**config.mk**
```make
export PLATFORM = sky130hd
export DESIGN_NAME = nmea_sentence_checker_top
export DESIGN_NICKNAME = d
export VERILOG_FILES = /design/src/sv/nsc_pkg.sv /design/src/sv/nsc_front.sv /design/src/sv/nsc_queue.sv /design/src/sv/nsc_back.sv /design/src/sv/nmea_sentence_checker_top.sv
export VERILOG_INCLUDE_DIRS = /design/src /design/src/sv
export SDC_FILE = /design/constraint.sdc
export NUM_CORES = 1
export LEC_CHECK = 0
export BUFFER_PORTS_ARGS = -buffer_cell sky130_fd_sc_hd__buf_2
export CELL_PAD_IN_SITES_DETAIL_PLACEMENT = 1
export CELL_PAD_IN_SITES_GLOBAL_PLACEMENT = 1
export CORE_AREA = 4 4 238 182
export DETAILED_ROUTE_END_ITERATION = 7
export DIE_AREA = 0 0 242 186
export GPL_ROUTABILITY_DRIVEN = 0
export GPL_TIMING_DRIVEN = 0
export PLACE_DENSITY = 0.52
export SLEW_MARGIN = 20
export SYNTH_ARGS = -nofsm -noshare
export SYNTH_HDL_FRONTEND = slang
export SYNTH_SLANG_ARGS = --single-unit
```
**constraint.sdc**
```tcl
create_clock -name clk -period 24.4 [get_ports clk]
set_input_delay 3.66 -clock clk [delete_from_list [all_inputs] [get_ports clk]]
set_output_delay 3.66 -clock clk [all_outputs]
set_load 0.05 [all_outputs]
```
**src/sv/assert_macros.svh**
```systemverilog
// assertion helpers shared by the checker modules
`ifndef ASSERT_MACROS_SVH
`define ASSERT_MACROS_SVH

// same-cycle implication, disabled while in reset
`define NSC_ASSERT_IMP(label, clk, rst_n, ante, cons) \
	label: assert property (@(posedge clk) disable iff (!(rst_n)) (ante) |-> (cons)) \
		else $error("%m: implication check failed");

// next-cycle implication, disabled while in reset
`define NSC_ASSERT_NXT(label, clk, rst_n, ante, cons) \
	label: assert property (@(posedge clk) disable iff (!(rst_n)) (ante) |=> (cons)) \
		else $error("%m: next-cycle check failed");

`endif

```
**src/sv/nsc_pkg.sv**
```systemverilog
package nsc_pkg;

	localparam int unsigned NSC_MAX_LEN = 128;
	localparam int unsigned NSC_Q_DEPTH = 2;

	localparam logic [7:0] CHAR_DOLLAR = 8'h24;
	localparam logic [7:0] CHAR_STAR   = 8'h2A;
	localparam logic [7:0] CHAR_CR     = 8'h0D;
	localparam logic [7:0] CHAR_LF     = 8'h0A;
	localparam logic [7:0] CHAR_G      = 8'h47;
	localparam logic [7:0] CHAR_P      = 8'h50;
	localparam logic [7:0] HEX_DIGIT_BASE = 8'h30;
	localparam logic [7:0] HEX_ALPHA_BASE = 8'h37;

	localparam int unsigned NUM_STD_IDS  = 18;
	localparam int unsigned NUM_PUBX_IDS = 5;
	localparam logic [4:0] KIND_UNKNOWN   = 5'd0;
	localparam logic [4:0] KIND_PUBX_BASE = 5'd19;

	localparam logic [23:0] STD_IDS [NUM_STD_IDS] = '{
		"DMT", "GBQ", "GBS", "GGA", "GLL", "GLQ", "GNQ", "GNS", "GPQ",
		"GRS", "GSA", "GST", "GSV", "RMC", "TXT", "VLW", "VTG", "ZDA"
	};

	localparam logic [15:0] PUBX_IDS [NUM_PUBX_IDS] = '{"41", "00", "40", "03", "04"};

	typedef enum logic [1:0] {
		ST_ACCEPT   = 2'd0,
		ST_CSUM_ERR = 2'd1,
		ST_REJECT   = 2'd2
	} status_t;

	typedef logic [6:0][7:0] hdr_t;
	typedef logic [3:0][7:0] recent_t;

	// one finished sentence, handed from the byte front end to the verdict stage
	typedef struct packed {
		logic       reject;
		logic [7:0] csum;
		logic [7:0] dig_hi;
		logic [7:0] dig_lo;
		logic [7:0] length;
		hdr_t       hdr;
	} sent_rec_t;

	typedef struct packed {
		logic full;
		logic head_valid;
	} q_stat_t;

	function automatic logic [7:0] hex_char(input logic [3:0] nib);
		logic [7:0] r;
		if (nib <= 4'd9) begin
			r = HEX_DIGIT_BASE + {4'd0, nib};
		end else begin
			r = HEX_ALPHA_BASE + {4'd0, nib};
		end
		return r;
	endfunction

	function automatic logic [4:0] decode_kind(input hdr_t hdr);
		logic [4:0] k;
		k = KIND_UNKNOWN;
		if (hdr[0] == CHAR_G) begin
			for (int i = NUM_STD_IDS - 1; i >= 0; i--) begin
				if ({hdr[2], hdr[3], hdr[4]} == STD_IDS[i]) begin
					k = 5'(i + 1);
				end
			end
		end else if (hdr[0] == CHAR_P) begin
			for (int i = NUM_PUBX_IDS - 1; i >= 0; i--) begin
				if ({hdr[5], hdr[6]} == PUBX_IDS[i]) begin
					k = KIND_PUBX_BASE + 5'(i);
				end
			end
		end
		return k;
	endfunction

endpackage

```
**src/sv/nsc_front.sv**
```systemverilog
`include "assert_macros.svh"

module nsc_front import nsc_pkg::*; #(
	parameter int unsigned MAX_LEN = NSC_MAX_LEN
) (
	input  logic      clk,
	input  logic      arst_n,
	input  logic      rx_valid,
	output logic      rx_stall,
	input  logic [7:0] rx_byte,
	input  q_stat_t   q_stat,
	output logic      push,
	output sent_rec_t push_rec
);

	localparam logic [7:0] MaxLen = 8'(MAX_LEN);

	logic [7:0] byte_cnt_q;
	logic [7:0] xor_q;
	recent_t    recent_q;
	hdr_t       hdr_q;
	logic       dollar_q;
	logic       overlen_q;

	logic       accept;
	logic       is_end;
	logic       short_s;
	logic [7:0] csum_full;

	assign rx_stall = q_stat.full;
	assign accept   = rx_valid && !rx_stall;
	assign is_end   = (rx_byte == CHAR_LF) && (byte_cnt_q != 8'd0) && (recent_q[3] == CHAR_CR);
	assign push     = accept && is_end;

	always_comb begin
		short_s   = byte_cnt_q < 8'd5;
		csum_full = xor_q ^ recent_q[0] ^ recent_q[1] ^ recent_q[2] ^ recent_q[3];
		push_rec.reject = !dollar_q || overlen_q || (byte_cnt_q >= MaxLen) || short_s
			|| (recent_q[0] != CHAR_STAR);
		push_rec.csum   = short_s ? 8'd0 : csum_full;
		push_rec.dig_hi = recent_q[1];
		push_rec.dig_lo = recent_q[2];
		push_rec.length = (byte_cnt_q == 8'hFF) ? 8'hFF : byte_cnt_q + 8'd1;
		push_rec.hdr    = hdr_q;
	end

	always_ff @(posedge clk or negedge arst_n) begin
		if (!arst_n) begin
			byte_cnt_q <= '0;
			xor_q      <= '0;
			recent_q   <= '0;
			hdr_q      <= '0;
			dollar_q   <= 1'b0;
			overlen_q  <= 1'b0;
		end else if (accept) begin
			recent_q <= {rx_byte, recent_q[3], recent_q[2], recent_q[1]};
			if (is_end) begin
				byte_cnt_q <= '0;
				xor_q      <= '0;
				hdr_q      <= '0;
				dollar_q   <= 1'b0;
				overlen_q  <= 1'b0;
			end else begin
				if (byte_cnt_q == 8'd0) begin
					dollar_q <= (rx_byte == CHAR_DOLLAR);
				end else begin
					xor_q <= xor_q ^ rx_byte;
				end
				for (int i = 0; i < 7; i++) begin
					if (byte_cnt_q == 8'(i + 1)) begin
						hdr_q[i] <= rx_byte;
					end
				end
				if (byte_cnt_q >= MaxLen) begin
					overlen_q <= 1'b1;
				end
				if (byte_cnt_q != 8'hFF) begin
					byte_cnt_q <= byte_cnt_q + 8'd1;
				end
			end
		end
	end

	`NSC_ASSERT_NXT(a_end_clears, clk, arst_n, push, byte_cnt_q == 8'd0 && xor_q == 8'd0)
	`NSC_ASSERT_IMP(a_idle_xor_zero, clk, arst_n, byte_cnt_q == 8'd0, xor_q == 8'd0)

endmodule

```
**src/sv/nsc_queue.sv**
```systemverilog
`include "assert_macros.svh"

module nsc_queue import nsc_pkg::*; #(
	parameter int unsigned DEPTH = NSC_Q_DEPTH
) (
	input  logic      clk,
	input  logic      arst_n,
	input  logic      push,
	input  sent_rec_t push_rec,
	input  logic      pop,
	output sent_rec_t head_rec,
	output q_stat_t   q_stat
);

	localparam int unsigned PtrW = (DEPTH > 1) ? $clog2(DEPTH) : 1;
	localparam int unsigned CntW = $clog2(DEPTH + 1);
	localparam logic [PtrW-1:0] LastPtr = PtrW'(DEPTH - 1);

	sent_rec_t       mem_q [DEPTH];
	logic [PtrW-1:0] wr_ptr_q;
	logic [PtrW-1:0] rd_ptr_q;
	logic [CntW-1:0] cnt_q;
	logic            do_push;
	logic            do_pop;

	assign q_stat.full       = (cnt_q == CntW'(DEPTH));
	assign q_stat.head_valid = (cnt_q != '0);
	assign do_push  = push && !q_stat.full;
	assign do_pop   = pop && q_stat.head_valid;
	assign head_rec = mem_q[rd_ptr_q];

	always_ff @(posedge clk) begin
		if (do_push) begin
			mem_q[wr_ptr_q] <= push_rec;
		end
	end

	always_ff @(posedge clk or negedge arst_n) begin
		if (!arst_n) begin
			wr_ptr_q <= '0;
			rd_ptr_q <= '0;
			cnt_q    <= '0;
		end else begin
			if (do_push) begin
				wr_ptr_q <= (wr_ptr_q == LastPtr) ? '0 : wr_ptr_q + PtrW'(1);
			end
			if (do_pop) begin
				rd_ptr_q <= (rd_ptr_q == LastPtr) ? '0 : rd_ptr_q + PtrW'(1);
			end
			if (do_push && !do_pop) begin
				cnt_q <= cnt_q + CntW'(1);
			end else if (do_pop && !do_push) begin
				cnt_q <= cnt_q - CntW'(1);
			end
		end
	end

	`NSC_ASSERT_IMP(a_cnt_bound, clk, arst_n, 1'b1, cnt_q <= CntW'(DEPTH))
	`NSC_ASSERT_NXT(a_cnt_grows, clk, arst_n, do_push && !do_pop, cnt_q == $past(cnt_q) + CntW'(1))

endmodule

```
**src/sv/nsc_back.sv**
```systemverilog
`include "assert_macros.svh"

module nsc_back import nsc_pkg::*; (
	input  logic      clk,
	input  logic      arst_n,
	input  q_stat_t   q_stat,
	input  sent_rec_t head_rec,
	output logic      pop,
	output logic      res_valid,
	input  logic      res_stall,
	output logic [1:0] status,
	output logic [4:0] message_kind,
	output logic [7:0] sentence_length,
	output logic [7:0] computed_checksum
);

	logic       out_valid_q;
	status_t    status_q;
	logic [4:0] kind_q;
	logic [7:0] len_q;
	logic [7:0] csum_q;
	status_t    verdict;

	assign pop = q_stat.head_valid && (!out_valid_q || !res_stall);

	always_comb begin
		if (head_rec.reject) begin
			verdict = ST_REJECT;
		end else if ((head_rec.dig_hi != hex_char(head_rec.csum[7:4]))
			|| (head_rec.dig_lo != hex_char(head_rec.csum[3:0]))) begin
			verdict = ST_CSUM_ERR;
		end else begin
			verdict = ST_ACCEPT;
		end
	end

	always_ff @(posedge clk or negedge arst_n) begin
		if (!arst_n) begin
			out_valid_q <= 1'b0;
		end else if (pop) begin
			out_valid_q <= 1'b1;
		end else if (!res_stall) begin
			out_valid_q <= 1'b0;
		end
	end

	always_ff @(posedge clk) begin
		if (pop) begin
			status_q <= verdict;
			kind_q   <= decode_kind(head_rec.hdr);
			len_q    <= head_rec.length;
			csum_q   <= head_rec.csum;
		end
	end

	assign res_valid         = out_valid_q;
	assign status            = status_q;
	assign message_kind      = kind_q;
	assign sentence_length   = len_q;
	assign computed_checksum = csum_q;

	`NSC_ASSERT_IMP(a_status_legal, clk, arst_n, out_valid_q,
		status_q == ST_ACCEPT || status_q == ST_CSUM_ERR || status_q == ST_REJECT)

endmodule

```
**src/sv/nmea_sentence_checker_top.sv**
```systemverilog
// res_valid: the record of the LF's sentence is queued, then registered in the verdict stage when it is popped
// throughput: one byte per cycle; the front stalls only when the sentence queue is full
// per-byte work is a counter, an xor and a four-byte shift, all registered when the byte is taken
// reset: arst_n clears counters, header and recent bytes, queue pointers and output valid
// no clearing pass: the block takes bytes from the first cycle after reset
module nmea_sentence_checker_top import nsc_pkg::*; #(
	parameter int unsigned MAX_LEN = NSC_MAX_LEN,
	parameter int unsigned Q_DEPTH = NSC_Q_DEPTH
) (
	input  logic       clk,
	input  logic       arst_n,
	// received byte stream
	input  logic       rx_valid,
	output logic       rx_stall,
	input  logic [7:0] rx_byte,
	// one result per sentence
	output logic       res_valid,
	input  logic       res_stall,
	output logic [1:0] status,
	output logic [4:0] message_kind,
	output logic [7:0] sentence_length,
	output logic [7:0] computed_checksum
);

	// front to queue: finished sentence records
	logic      push;
	sent_rec_t push_rec;
	// queue to back: head record and fill status
	sent_rec_t head_rec;
	q_stat_t   q_stat;
	logic      pop;

	// byte front end: tracks count, xor, header and trailing bytes, spots CR LF
	nsc_front #(
		.MAX_LEN (MAX_LEN)
	) u_front (
		.clk      (clk),
		.arst_n   (arst_n),
		.rx_valid (rx_valid),
		.rx_stall (rx_stall),
		.rx_byte  (rx_byte),
		.q_stat   (q_stat),
		.push     (push),
		.push_rec (push_rec)
	);

	// short queue so the byte side keeps going while a result is stalled
	nsc_queue #(
		.DEPTH (Q_DEPTH)
	) u_queue (
		.clk      (clk),
		.arst_n   (arst_n),
		.push     (push),
		.push_rec (push_rec),
		.pop      (pop),
		.head_rec (head_rec),
		.q_stat   (q_stat)
	);

	// verdict stage: hex digit compare, message kind decode, registered result
	nsc_back u_back (
		.clk               (clk),
		.arst_n            (arst_n),
		.q_stat            (q_stat),
		.head_rec          (head_rec),
		.pop               (pop),
		.res_valid         (res_valid),
		.res_stall         (res_stall),
		.status            (status),
		.message_kind      (message_kind),
		.sentence_length   (sentence_length),
		.computed_checksum (computed_checksum)
	);

endmodule
```
==> flow_summary_export.csv, run 1 <==
group,metric,value,unit
power_and_ir_drop,leakage,5.605,nW
timing,max_freq,154.4,MHz
cells_and_area,final_core_util,0.3535,
clocking,clock_sinks,288,
yosys,syn_inst,894,
yosys,yosysSeqAreaShare,0.6660,
detailed_routing,wire_per_inst,19.68,microns
worst_setup_path,crit_arrival,6710,ps
clocking,cts_tree,"done",
detailed_routing,drt-vias-per-instance,4.773,
global_route,overflow,0,
global_route,grtUsageTotal,0.1373,
power_and_ir_drop,sw_frac_of_total,0.3339,
timing,finalSetupTns,0,ps
timing,rsz0062_at_grt,"no",
timing,max_slew_margin,0.2814,
clocking,cts_hold_buf,0,
floorplan,dieArea,45010,sq um
clocking,ctsResizeCount,0,
clocking,h-tree-depth,2,
cells_and_area,num_antenna_cells,0,
clocking,insertion_delay,530,ps
timing,finalSetupViolCount,0,
global_route,first_global_vias,7778,
clocking,clk_pin_slew,60,ps
timing,period_minus_slack,6476,ps
worst_setup_path,cp_data_required_time,24630,ps
power_and_ir_drop,seqPwrFrac,0.433,
power_and_ir_drop,switchingPower,0.0005708,W
yosys,ys_ff_latch,288,
worst_setup_path,end_kind,"register",
power_and_ir_drop,powerDensity,118.9,nW/um^2
detailed_routing,first_iter_violations,461,
timing,hold_violations,0,
yosys,yosysWarnings,0,
yosys,async_reset_ff_frac,0.3576,
placed_design,io_buffers,34,
cells_and_area,drive_gt1_frac,0.1716,
yosys,synth.net_count,916,
detailed_routing,ant_nets,0,
yosys,yosys.cell_types.count,79,
yosys,synth_edf_count,185,
floorplan,start_util,0.3002,
yosys,synth_area,12210,sq um
timing,finalCritPeriodShare,0.2654,
global_route,antenna_found_initial,3,
detailed_routing,first_pass_iters,4,
clocking,root_buffer,"clkbuf_16",
floorplan,fp.coreArea,40680,sq um
power_and_ir_drop,internal_power,0.001139,W
power_and_ir_drop,pwr-share-clk,0.302,
cells_and_area,finalNetCount,1004,
floorplan,io_pins,37,
global_route,grt_pass1_wl,47.75,mm
hold_path,holdCritPathClass,"register to register",
cells_and_area,synthToLayoutAreaGrowth,17.75,%
power_and_ir_drop,comb_power_share,0.265,
detailed_routing,vias,7332,
floorplan,rows,64,
worst_setup_path,cp_max_fo,9,
floorplan,fp.dieH,186,microns
worst_setup_path,crit_path_start_kind,"primary input",
timing,finalMaxSlewViolations,0,
power_and_ir_drop,worst_ir_drop_vdd,0.05389,mV
clocking,post-cts-setup-buffer-count,0,
timing,max_slew.worst_pin.slew,1067,ps
detailed_routing,wl,30.24,mm
run,drv_cap,0,
outcome,outcome,"finished, final reports clean",
floorplan,die_w,242,microns
worst_setup_path,worst-setup-path-type,"primary input to register",
global_route,grt_max_degree,69,
yosys,yosys_most_used_dff,"edfxtp_1",
clocking,cts_buffer_depth,3,
clocking,cts_buffers,34,
placed_design,post-dp-hpwl,21.29,mm
timing,skew,14.26,ps
detailed_routing,drcViolationCount,0,
placed_design,post-place-ws,17410,ps
yosys,syn_avg_cell_area,13.66,sq um
timing,fin_ws,17920,ps
worst_setup_path,r2r_slack,20450,ps
cell usage after synthesis, types with 4 or more instances:
master | n | area, sq um
ha_1 | 10 | 125.1
buf_2 | 7 | 35.03
nor2b_1 | 7 | 43.79
nor2_1 | 47 | 176.4
nand3_1 | 15 | 75.07
and3_1 | 8 | 50.05
or4_1 | 4 | 30.03
nor3b_1 | 9 | 67.56
a21oi_1 | 14 | 70.07
clkbuf_1 | 12 | 45.04
mux2i_1 | 23 | 230.2
nand4_1 | 5 | 31.28
nand2b_1 | 13 | 81.33
mux2_1 | 32 | 360.4
xor2_1 | 26 | 227.7
nor4b_1 | 10 | 87.58
a31oi_1 | 9 | 56.30
inv_1 | 16 | 60.06
nor3_1 | 15 | 75.07
dfrtp_1 | 103 | 2577
nand2_1 | 133 | 499.2
mux2_2 | 30 | 337.8
o21ai_0 | 23 | 115.1
xnor2_1 | 34 | 297.8
o22ai_1 | 6 | 37.54
buf_6 | 6 | 67.56
nor4_1 | 9 | 56.30
edfxtp_1 | 185 | 5555
cells by family after synthesis:
group	share of synthesized area
AOI/OAI and AO/OA	0.05256
xor gates and xnor gates	0.04303
adders and majority gates	0.01025
buffers and inverters	0.01854
DFF	0.6660
muxes	0.07602
and+or+nand+nor	0.1336
sequential cells by signal, indices dropped and copies added, names as in the netlist, 2 cells and up:
name                      flops
u_front.push_rec             64
u_back.sentence_length        8
u_queue.cnt_q                 2
u_front.recent_q             16
u_back.status                 2
u_front.xor_q                 8
u_queue.mem_q               162
u_back.computed_checksum      8
u_front.byte_cnt_q            8
u_back.message_kind           5
cell usage in the layout, fill, tap and decap left out, drive strengths merged, types with 4 or more instances in the layout:
master,count
nor3b,9
o21ai,29
o22ai,7
mux2,62
nor2b,7
and3,8
or4,4
xor2,26
nand2,133
xnor2,34
clkbuf,58
a21oi,15
inv,19
nor3,16
nor4b,12
nand3,15
mux2i,23
ha,10
buf,67
a31oi,9
nor4,9
nand4,5
clkinv,13
nand2b,13
edfxtp,185
dfrtp,103
nor2,50
metal layers:
layer | track usage | routed length, microns | vias up | share of wire
li1 | - | - | 3461 | -
met1 | 0.2113 | 15620 | 3695 | 0.52
met2 | 0.1979 | 12470 | 132 | 0.41
met3 | 0.02952 | 1635 | 44 | 0.054
met4 | 0.03040 | 508 | 0 | 0.017
met5 | 0 | 0 | - | 0
final timing paths:
kind	start	to	cells after the start
worst min register to register	u_front.push_rec[4]	u_queue.mem_q[1][4]	0
min in group asynchronous	arst_n	u_front.byte_cnt_q[5]	1
worst max register to register	u_queue.rd_ptr_q	u_back.status[0]	13
worst min-delay path	u_front.push_rec[4]	u_queue.mem_q[1][4]	0
worst max-delay path	rx_byte[7]	u_queue.mem_q[0][83]	10
max in group asynchronous	arst_n	u_front.push_rec[33]	2
power groups by stage:
| stage | Combinational [W] | Sequential, W | Clock [W] |
|---|---|---|---|
| after floorplan | 0.000297 | 0.000763 | 0 |
| after global placement | 0.000453 | 0.000744 | 0 |
| after detailed placement | 0.000462 | 0.000750 | 0 |
| after CTS | 0.000465 | 0.000741 | 0.000535 |
| after global routing | 0.000504 | 0.000756 | 0.000558 |
| final | 0.000453 | 0.000740 | 0.000517 |
cell type report:
type,instances,area [sq um]
plain buffers,27,158.9
clock inverters,16,183.9
fillers,4295,26300
flip-flops and latches,288,8133
clock buffers,46,987.2
well taps,528,660.6
repair buffers,52,321.6
inverters,18,67.56
multi-input cells,561,3866
worst max-delay path, stage by stage:
cell      delay [ps]
clkbuf_1         260
nor4_1           540
nand4_1          360
nor4_2           440
buf_2            300
buf_2            270
buf_2            240
buf_2            220
buf_2            230
buf_4            170
per-stage QoR:
step                      instances  power, W  hold slack (ps)  instance area, sq um
after floorplan                 894  0.001060            435.0                 12210
after global placement         1456  0.001197            444.3                 13040
after detailed placement       1474  0.001212            454.2                 13210
after CTS                      1536  0.001740            468.6                 14380
after global routing           1536  0.001818            476.4                 14380
final                          1536  0.001710            464.8                 14380
(Power assumes the default switching activity.)
==> run 2, diff against run 1 <==
- PLACE_DENSITY: 0.52 -> 0.54
- clock period: 24.4 -> 5.2 ns (I/O delays scaled with it)
==> run 2 against run 1 <==
Non-clock buffer count fell by 6. Hold slack got worse by 340 ps. Wire length rose by 1.0%. Register-to-register slack got worse by 19000 ps. Sequential share of layout area rose by 0.67 points. Utilization fell by 0.42 points. Clock skew rose by 1.0 ps. Via count barely moved. Critical path depth rose by 3. Sequential power rose to 4.7 times the previous value. Total power rose to 4.5 times the previous value. Setup slack got worse by 17000 ps. Critical path type is now register to register. Critical endpoint is now u_back.status[0]. Highest routed layer unchanged.
==> flow_summary_export.csv, run 2 (synthesis results as in run 1) <==
group,metric,value,unit
outcome,outcome,"finished, final reports clean",
timing,finalSetupViolCount,0,
global_route,grt_max_degree,64,
detailed_routing,first_iter_violations,524,
global_route,grtUsageTotal,0.1371,
cells_and_area,finalNetCount,994,
placed_design,io_buffers,34,
detailed_routing,wl,30.55,mm
cells_and_area,fill_cells,4328,
power_and_ir_drop,internal_power,0.005112,W
detailed_routing,vias,7331,
timing,period_minus_slack,3910,ps
worst_setup_path,cp_top_family,"compound AO/OA/AOI/OAI gates",
power_and_ir_drop,seqPwrFrac,0.447,
worst_setup_path,worst-setup-path-type,"register to register",
power_and_ir_drop,totalPowerFinal,0.007763,W
clocking,root_buffer,"clkbuf_16",
detailed_routing,drt-vias-per-instance,4.810,
power_and_ir_drop,pwr-share-clk,0.276,
clocking,cts_tree,"done",
cells_and_area,final_cells,1524,
worst_setup_path,crit_chain,"buf_2 > buf_6 > buf_4 > mux2i_1 > inv_1 > ha_1 > nor2_1 > o21ai_2 > a31oi_1 > xor2_1 > nand3_1 > o22ai_1 > a41oi_1",
hold_path,holdCritPathClass,"primary input to async pin",
worst_setup_path,slowest_stage,"a31oi_1",
floorplan,dieArea,45010,sq um
timing,finalMaxSlewViolations,0,
cells_and_area,largest_reg_flops,162,
clocking,clock_sinks,288,
floorplan,start_util,0.3002,
global_route,antenna_found_initial,2,
clocking,cts_hold_buf,0,
cells_and_area,num_antenna_cells,0,
cells_and_area,top_register,"u_queue.mem_q",
power_and_ir_drop,comb_power_share,0.277,
detailed_routing,first_pass_iters,4,
floorplan,fp.dieH,186,microns
worst_setup_path,crit_path_start_kind,"register",
clocking,clk_pin_slew,60,ps
worst_setup_path,cp_slowest_stage_delay,450,ps
clocking,insertion_delay,570,ps
cells_and_area,drive_gt1_frac,0.1596,
cells_and_area,final_core_util,0.3493,
power_and_ir_drop,sw_frac_of_total,0.3415,
clocking,ctsResizeCount,0,
timing,max_slew.worst_pin.slew,1037,ps
timing,rsz0062_at_grt,"no",
power_and_ir_drop,switchingPower,0.002651,W
worst_setup_path,cp_max_fo,10,
floorplan,fp.coreArea,40680,sq um
cells_and_area,synthToLayoutAreaGrowth,16.36,%
power_and_ir_drop,leakage,5.480,nW
clocking,h-tree-depth,1,
worst_setup_path,end_kind,"register",
cells_and_area,multiInputGateArea,3875,sq um
clocking,cts_buffers,30,
timing,finalCritPeriodShare,0.7519,
timing,hold_violations,0,
floorplan,rows,64,
worst_setup_path,cp_data_required_time,5470,ps
placed_design,dp.cells,1468,
timing,max_slew_margin,0.3016,
cells_and_area,final_common_cell,"edfxtp_1",
cells_and_area,area.sequential,8133,sq um
global_route,grt_pass1_wl,48.00,mm
floorplan,die_w,242,microns
timing,timing.hold.ws,126.9,ps
worst_setup_path,crit_buf_inv,4,
detailed_routing,wire_per_inst,20.05,microns
timing,skew,15.28,ps
timing,max_freq,255.8,MHz
global_route,overflow,0,
run,drv_cap,0,
global_route,first_global_vias,7714,
power_and_ir_drop,powerDensity,546.3,nW/um^2
detailed_routing,ant_nets,0,
placed_design,post-dp-hpwl,21.46,mm
clocking,cts_buffer_depth,3,
timing,finalSetupTns,0,ps
detailed_routing,drcViolationCount,0,
worst_setup_path,crit_arrival,4180,ps
floorplan,io_pins,37,
cells_and_area,layout_common_cells,"edfxtp_1 (185), nand2_1 (133), dfrtp_1 (103), nor2_1 (47), buf_2 (40)",
clocking,post-cts-setup-buffer-count,0,
power_and_ir_drop,worst_ir_drop_vdd,0.2644,mV
run 2: cell type report:
class	instances	share of cell area
buffer	27	0.01118
sequential	288	0.5723
clock buffer	45	0.06181
multi-input combinational	561	0.2727
tap	528	0.04649
timing repair buffer	46	0.02369
clock inverter	11	0.007044
inverter	18	0.004755
run 2: final timing paths:
path,start,depth (start not counted),end,slack (ps)
setup / recovery,u_queue.rd_ptr_q,13,u_back.status[0],1290
hold / removal,arst_n,1,u_front.byte_cnt_q[5],130
setup reg to reg,u_queue.rd_ptr_q,13,u_back.status[0],1290
hold reg to reg,u_front.push_rec[4],0,u_queue.mem_q[1][4],460
max in group asynchronous,arst_n,2,u_front.push_rec[24],4380
min in group clk,res_stall,3,u_back.res_valid,460
run 2: worst register-to-register path, delay by kind of cell (launching register included):
kind / cells / cell delay [ps]
AO/OA/AOI/OAI: 4 / 1190
XOR/XNOR: 1 / 190
adder cells (fa/ha/maj): 1 / 220
buffers and inverters: 4 / 880
flip-flops: 1 / 390
multiplexers: 1 / 440
AND/OR/NAND/NOR: 2 / 300
run 2: per-stage QoR:
| step | cell area, sq um | setup WS [ps] |
|---|---|---|
| final | 14210 | 1290 |
| after floorplan | 12230 | 606.0 |
| after global routing | 14210 | 1079 |
| after detailed placement | 13230 | 1325 |
| after CTS | 14210 | 1285 |
| after global placement | 13060 | -1731 |
run 2: power groups by stage:
stage	logic (W)	clock network, W	registers (W)
after floorplan	0.00140	0	0.00358
after global placement	0.00212	0	0.00349
after detailed placement	0.00217	0	0.00352
after CTS	0.00218	0.00221	0.00347
after global routing	0.00236	0.00232	0.00355
final	0.00215	0.00214	0.00347
run 2: layer usage:
metal / global-route usage / wire length [microns]
met4: 0.02251 / 478
met3: 0.02290 / 1140
met1: 0.2160 / 16310
met2: 0.2003 / 12630
met5: 0 / 0
==> run 3, diff against run 2 <==
- ABC_AREA: default -> 1
- CORE_AREA: 4 4 238 182 -> 4 4 241 184
- DIE_AREA: 0 0 242 186 -> 0 0 245 188
- clock period: 5.2 -> 3.9 ns (I/O delays scaled with it)
==> run 3 against run 2 <==
Via count is 13% higher. Sequential power is 36% higher. Setup slack worse by 560 ps. Cell area is 3.1% higher. Global-route usage is 0.73 points higher. Largest power group unchanged.
==> flow_summary_export.csv, run 3 <==
group,metric,value,unit
clocking,h-tree-depth,1,
floorplan,fp.coreArea,41800,sq um
global_route,antenna_found_initial,2,
clocking,insertion_delay,560,ps
run,drv_cap,0,
timing,max_slew_margin,0.4370,
floorplan,io_pins,37,
yosys,synth.net_count,1177,
worst_setup_path,worst-setup-path-type,"register to register",
cells_and_area,largest_reg_flops,162,
floorplan,die_w,245,microns
placed_design,post-dp-hpwl,23.83,mm
timing,max_freq,315.3,MHz
worst_setup_path,slowest_stage,"nor2_4",
yosys,yosysTopAreaCellShare,0.4438,
power_and_ir_drop,pwr-share-clk,0.257,
worst_setup_path,cp_data_required_time,4150,ps
yosys,yosys.area.top_type,"edfxtp_1",
clocking,root_buffer,"clkbuf_16",
worst_setup_path,r2r-start,"u_front.byte_cnt_q[0]",
yosys,async_reset_ff_frac,0.3576,
worst_setup_path,r2r_slack,730,ps
worst_setup_path,crit_arrival,3420,ps
timing,skew,12.26,ps
yosys,syn_inst,1155,
detailed_routing,drcViolationCount,0,
timing,finalMaxSlewViolations,0,
power_and_ir_drop,seqPwrFrac,0.410,
power_and_ir_drop,worst_ir_drop_vdd,0.3330,mV
power_and_ir_drop,internal_power,0.007134,W
placed_design,placed_cell_area,13620,sq um
global_route,grtUsageTotal,0.1443,
detailed_routing,wire_per_inst,18.11,microns
cells_and_area,fin_area,14650,sq um
yosys,syn_avg_cell_area,10.84,sq um
hold_path,whs_path_depth,3,
detailed_routing,first_iter_violations,389,
floorplan,fp.dieH,188,microns
worst_setup_path,cp_slowest_stage_delay,530,ps
yosys,yosys_most_used_dff,"edfxtp_1",
floorplan,start_util,0.2995,
yosys,synth_area,12520,sq um
detailed_routing,first_pass_iters,4,
yosys,synth_most_common_cell,"nand2_1",
clocking,clk_pin_slew,60,ps
detailed_routing,wl,33.05,mm
yosys,synth_edf_count,185,
clocking,ctsResizeCount,0,
clocking,cts_tree,"done",
hold_path,worstHoldStart,"res_stall",
worst_setup_path,cp_max_fo,23,
detailed_routing,ant_nets,0,
cells_and_area,final_core_util,0.3505,
timing,finalSetupViolCount,0,
cells_and_area,synthToLayoutAreaGrowth,17.04,%
worst_setup_path,crit_chain,"inv_1 > ha_1 > inv_1 > nor2_4 > inv_2 > nand4_2 > nor2_4 > inv_8 > nor2_4 > buf_12 > buf_12 > buf_12",
worst_setup_path,end_kind,"register",
timing,period_minus_slack,3171,ps
cells_and_area,layout_common_cells,"nand2_1 (274), edfxtp_1 (185), nor2_1 (109), inv_1 (103), dfrtp_1 (103)",
timing,max_slew.worst_pin.slew,835.7,ps
placed_design,io_buffers,36,
yosys,yosysSeqAreaShare,0.6497,
timing,rsz0062_at_grt,"no",
clocking,cts_buffer_depth,3,
power_and_ir_drop,powerDensity,784.2,nW/um^2
cells_and_area,drive_gt1_frac,0.1186,
hold_path,holdPathEnd,"u_back.res_valid",
yosys,yosysWarnings,0,
timing,finalCritPeriodShare,0.8132,
global_route,first_global_vias,8604,
power_and_ir_drop,comb_power_share,0.332,
yosys,yosys.cell_types.count,50,
detailed_routing,drt-vias-per-instance,4.541,
power_and_ir_drop,leakage,5.978,nW
cells_and_area,top_register,"u_queue.mem_q",
power_and_ir_drop,switchingPower,0.004356,W
power_and_ir_drop,sw_frac_of_total,0.3791,
floorplan,dieArea,46060,sq um
cells_and_area,final_common_cell,"nand2_1",
detailed_routing,vias,8287,
worst_setup_path,crit_path_start_kind,"register",
hold_path,holdCritPathClass,"primary input to register",
global_route,grt_max_degree,67,
worst_setup_path,worstRegToRegCells,12,
outcome,outcome,"finished, final reports clean",
clocking,cts_buffers,31,
yosys,ys_top_cells_by_area,"edfxtp_1 (44%), dfrtp_1 (21%), nand2_1 (8.2%), nor2_1 (3.3%), inv_1 (3.1%)",
global_route,grt_pass1_wl,51.46,mm
global_route,overflow,0,
floorplan,rows,65,
worst_setup_path,worstSetupStartpoint,"u_front.byte_cnt_q[0]",
cells_and_area,num_antenna_cells,0,
worst_setup_path,reg2reg_to,"u_queue.mem_q[1][71]",
timing,hold_violations,0,
yosys,ys_ff_latch,288,
clocking,clock_sinks,288,
yosys,synth_commonest_cells,"nand2_1 (274), edfxtp_1 (185), nor2_1 (111)",
cells_and_area,finalNetCount,1255,
[run 3: cell count changes in the layout (fill, tap and decap cells not counted), moves of 30 or more]
| cell | before | now |
|---|---|---|
| nor2_1 | 47 | 109 |
| o21ai_0 | 23 | 62 |
| mux2_1 | 32 | 0 |
| a21oi_1 | 14 | 62 |
| mux2_2 | 30 | 0 |
| nand2_1 | 133 | 274 |
| inv_1 | 15 | 103 |
[run 3: logic make-up (layout without fill, tap and decap cells)]
| kind of cell | Yosys count | after routing | synth area share |
|---|---|---|---|
| adders and majority gates | 10 | 10 | 0.009995 |
| buffers and inverters | 144 | 245 | 0.05387 |
| AOI/OAI and AO/OA | 154 | 154 | 0.07267 |
| and+or+nand+nor | 502 | 502 | 0.1728 |
| xor gates and xnor gates | 46 | 46 | 0.03218 |
| muxes | 11 | 11 | 0.008796 |
| DFF | 288 | 288 | 0.6497 |
[run 3: critical path, delay by kind of cell (launching register included)]
kind | cells | cell delay (ps)
DFF | 1 | 450
buffers and inverters | 7 | 1160
and+or+nand+nor | 4 | 1010
adders and majority gates | 1 | 220
[run 3: per-layer routing]
layer,track usage,wire length (microns)
met2,0.2111,13690
met3,0.02187,1167
met4,0.02413,500
met5,0,26
met1,0.2285,17660
[run 3: final cells by class]
type                    count  area (sq um)
repair buffers             45         386.6
well taps                 569         711.9
clock buffers              42         847.1
inverters                 113         434.2
flip-flops and latches    288          8133
multi-input cells         723          3726
clock inverters            14         172.7
plain buffers              31         240.2
fillers                  4684         27150
[run 3: how the worst max path moves through the flow]
stage / endpoint / slack [ps] / cells past startpoint
5_1_grt: u_queue.mem_q[1][71] / 470 / 12
3_5_place_dp: u_queue.mem_q[1][69] / 210 / 11
4_1_cts: u_queue.mem_q[1][71] / 640 / 12
3_3_place_gp: u_queue.mem_q[0][70] / -2420 / 8
2_1_floorplan: u_queue.mem_q[0][0] / -80 / 7
6_report: u_queue.mem_q[1][71] / 730 / 12
[run 3: per-stage QoR]
step | hold slack [ps] | TNS, ps | setup slack (ps) | std cells | power [W]
after floorplan | 289.4 | -12980 | -80.20 | 1155 | 0.007324
after global placement | 445.8 | -385500 | -2422 | 1760 | 0.008504
after detailed placement | 455.1 | 0 | 206.9 | 1768 | 0.008621
after CTS | 228.7 | 0 | 642.5 | 1825 | 0.01162
after global routing | 243.2 | 0 | 472.7 | 1825 | 0.01222
final | 259.0 | 0 | 728.7 | 1825 | 0.01149
[run 3: what timing repair did]
action	in CTS	in global routing
endpoints found under the hold margin	37	0
hold buffers	1	0
buffers inserted	0	0
[run 3: power by group through the flow]
| stage | combinational [W] | clock, W | sequential (W) |
|---|---|---|---|
| after global routing | 0.00424 | 0.00317 | 0.00481 |
| after detailed placement | 0.00384 | 0 | 0.00478 |
| after floorplan | 0.00232 | 0 | 0.00500 |
| final | 0.00382 | 0.00296 | 0.00472 |
| after CTS | 0.00386 | 0.00304 | 0.00472 |
| after global placement | 0.00376 | 0 | 0.00474 |
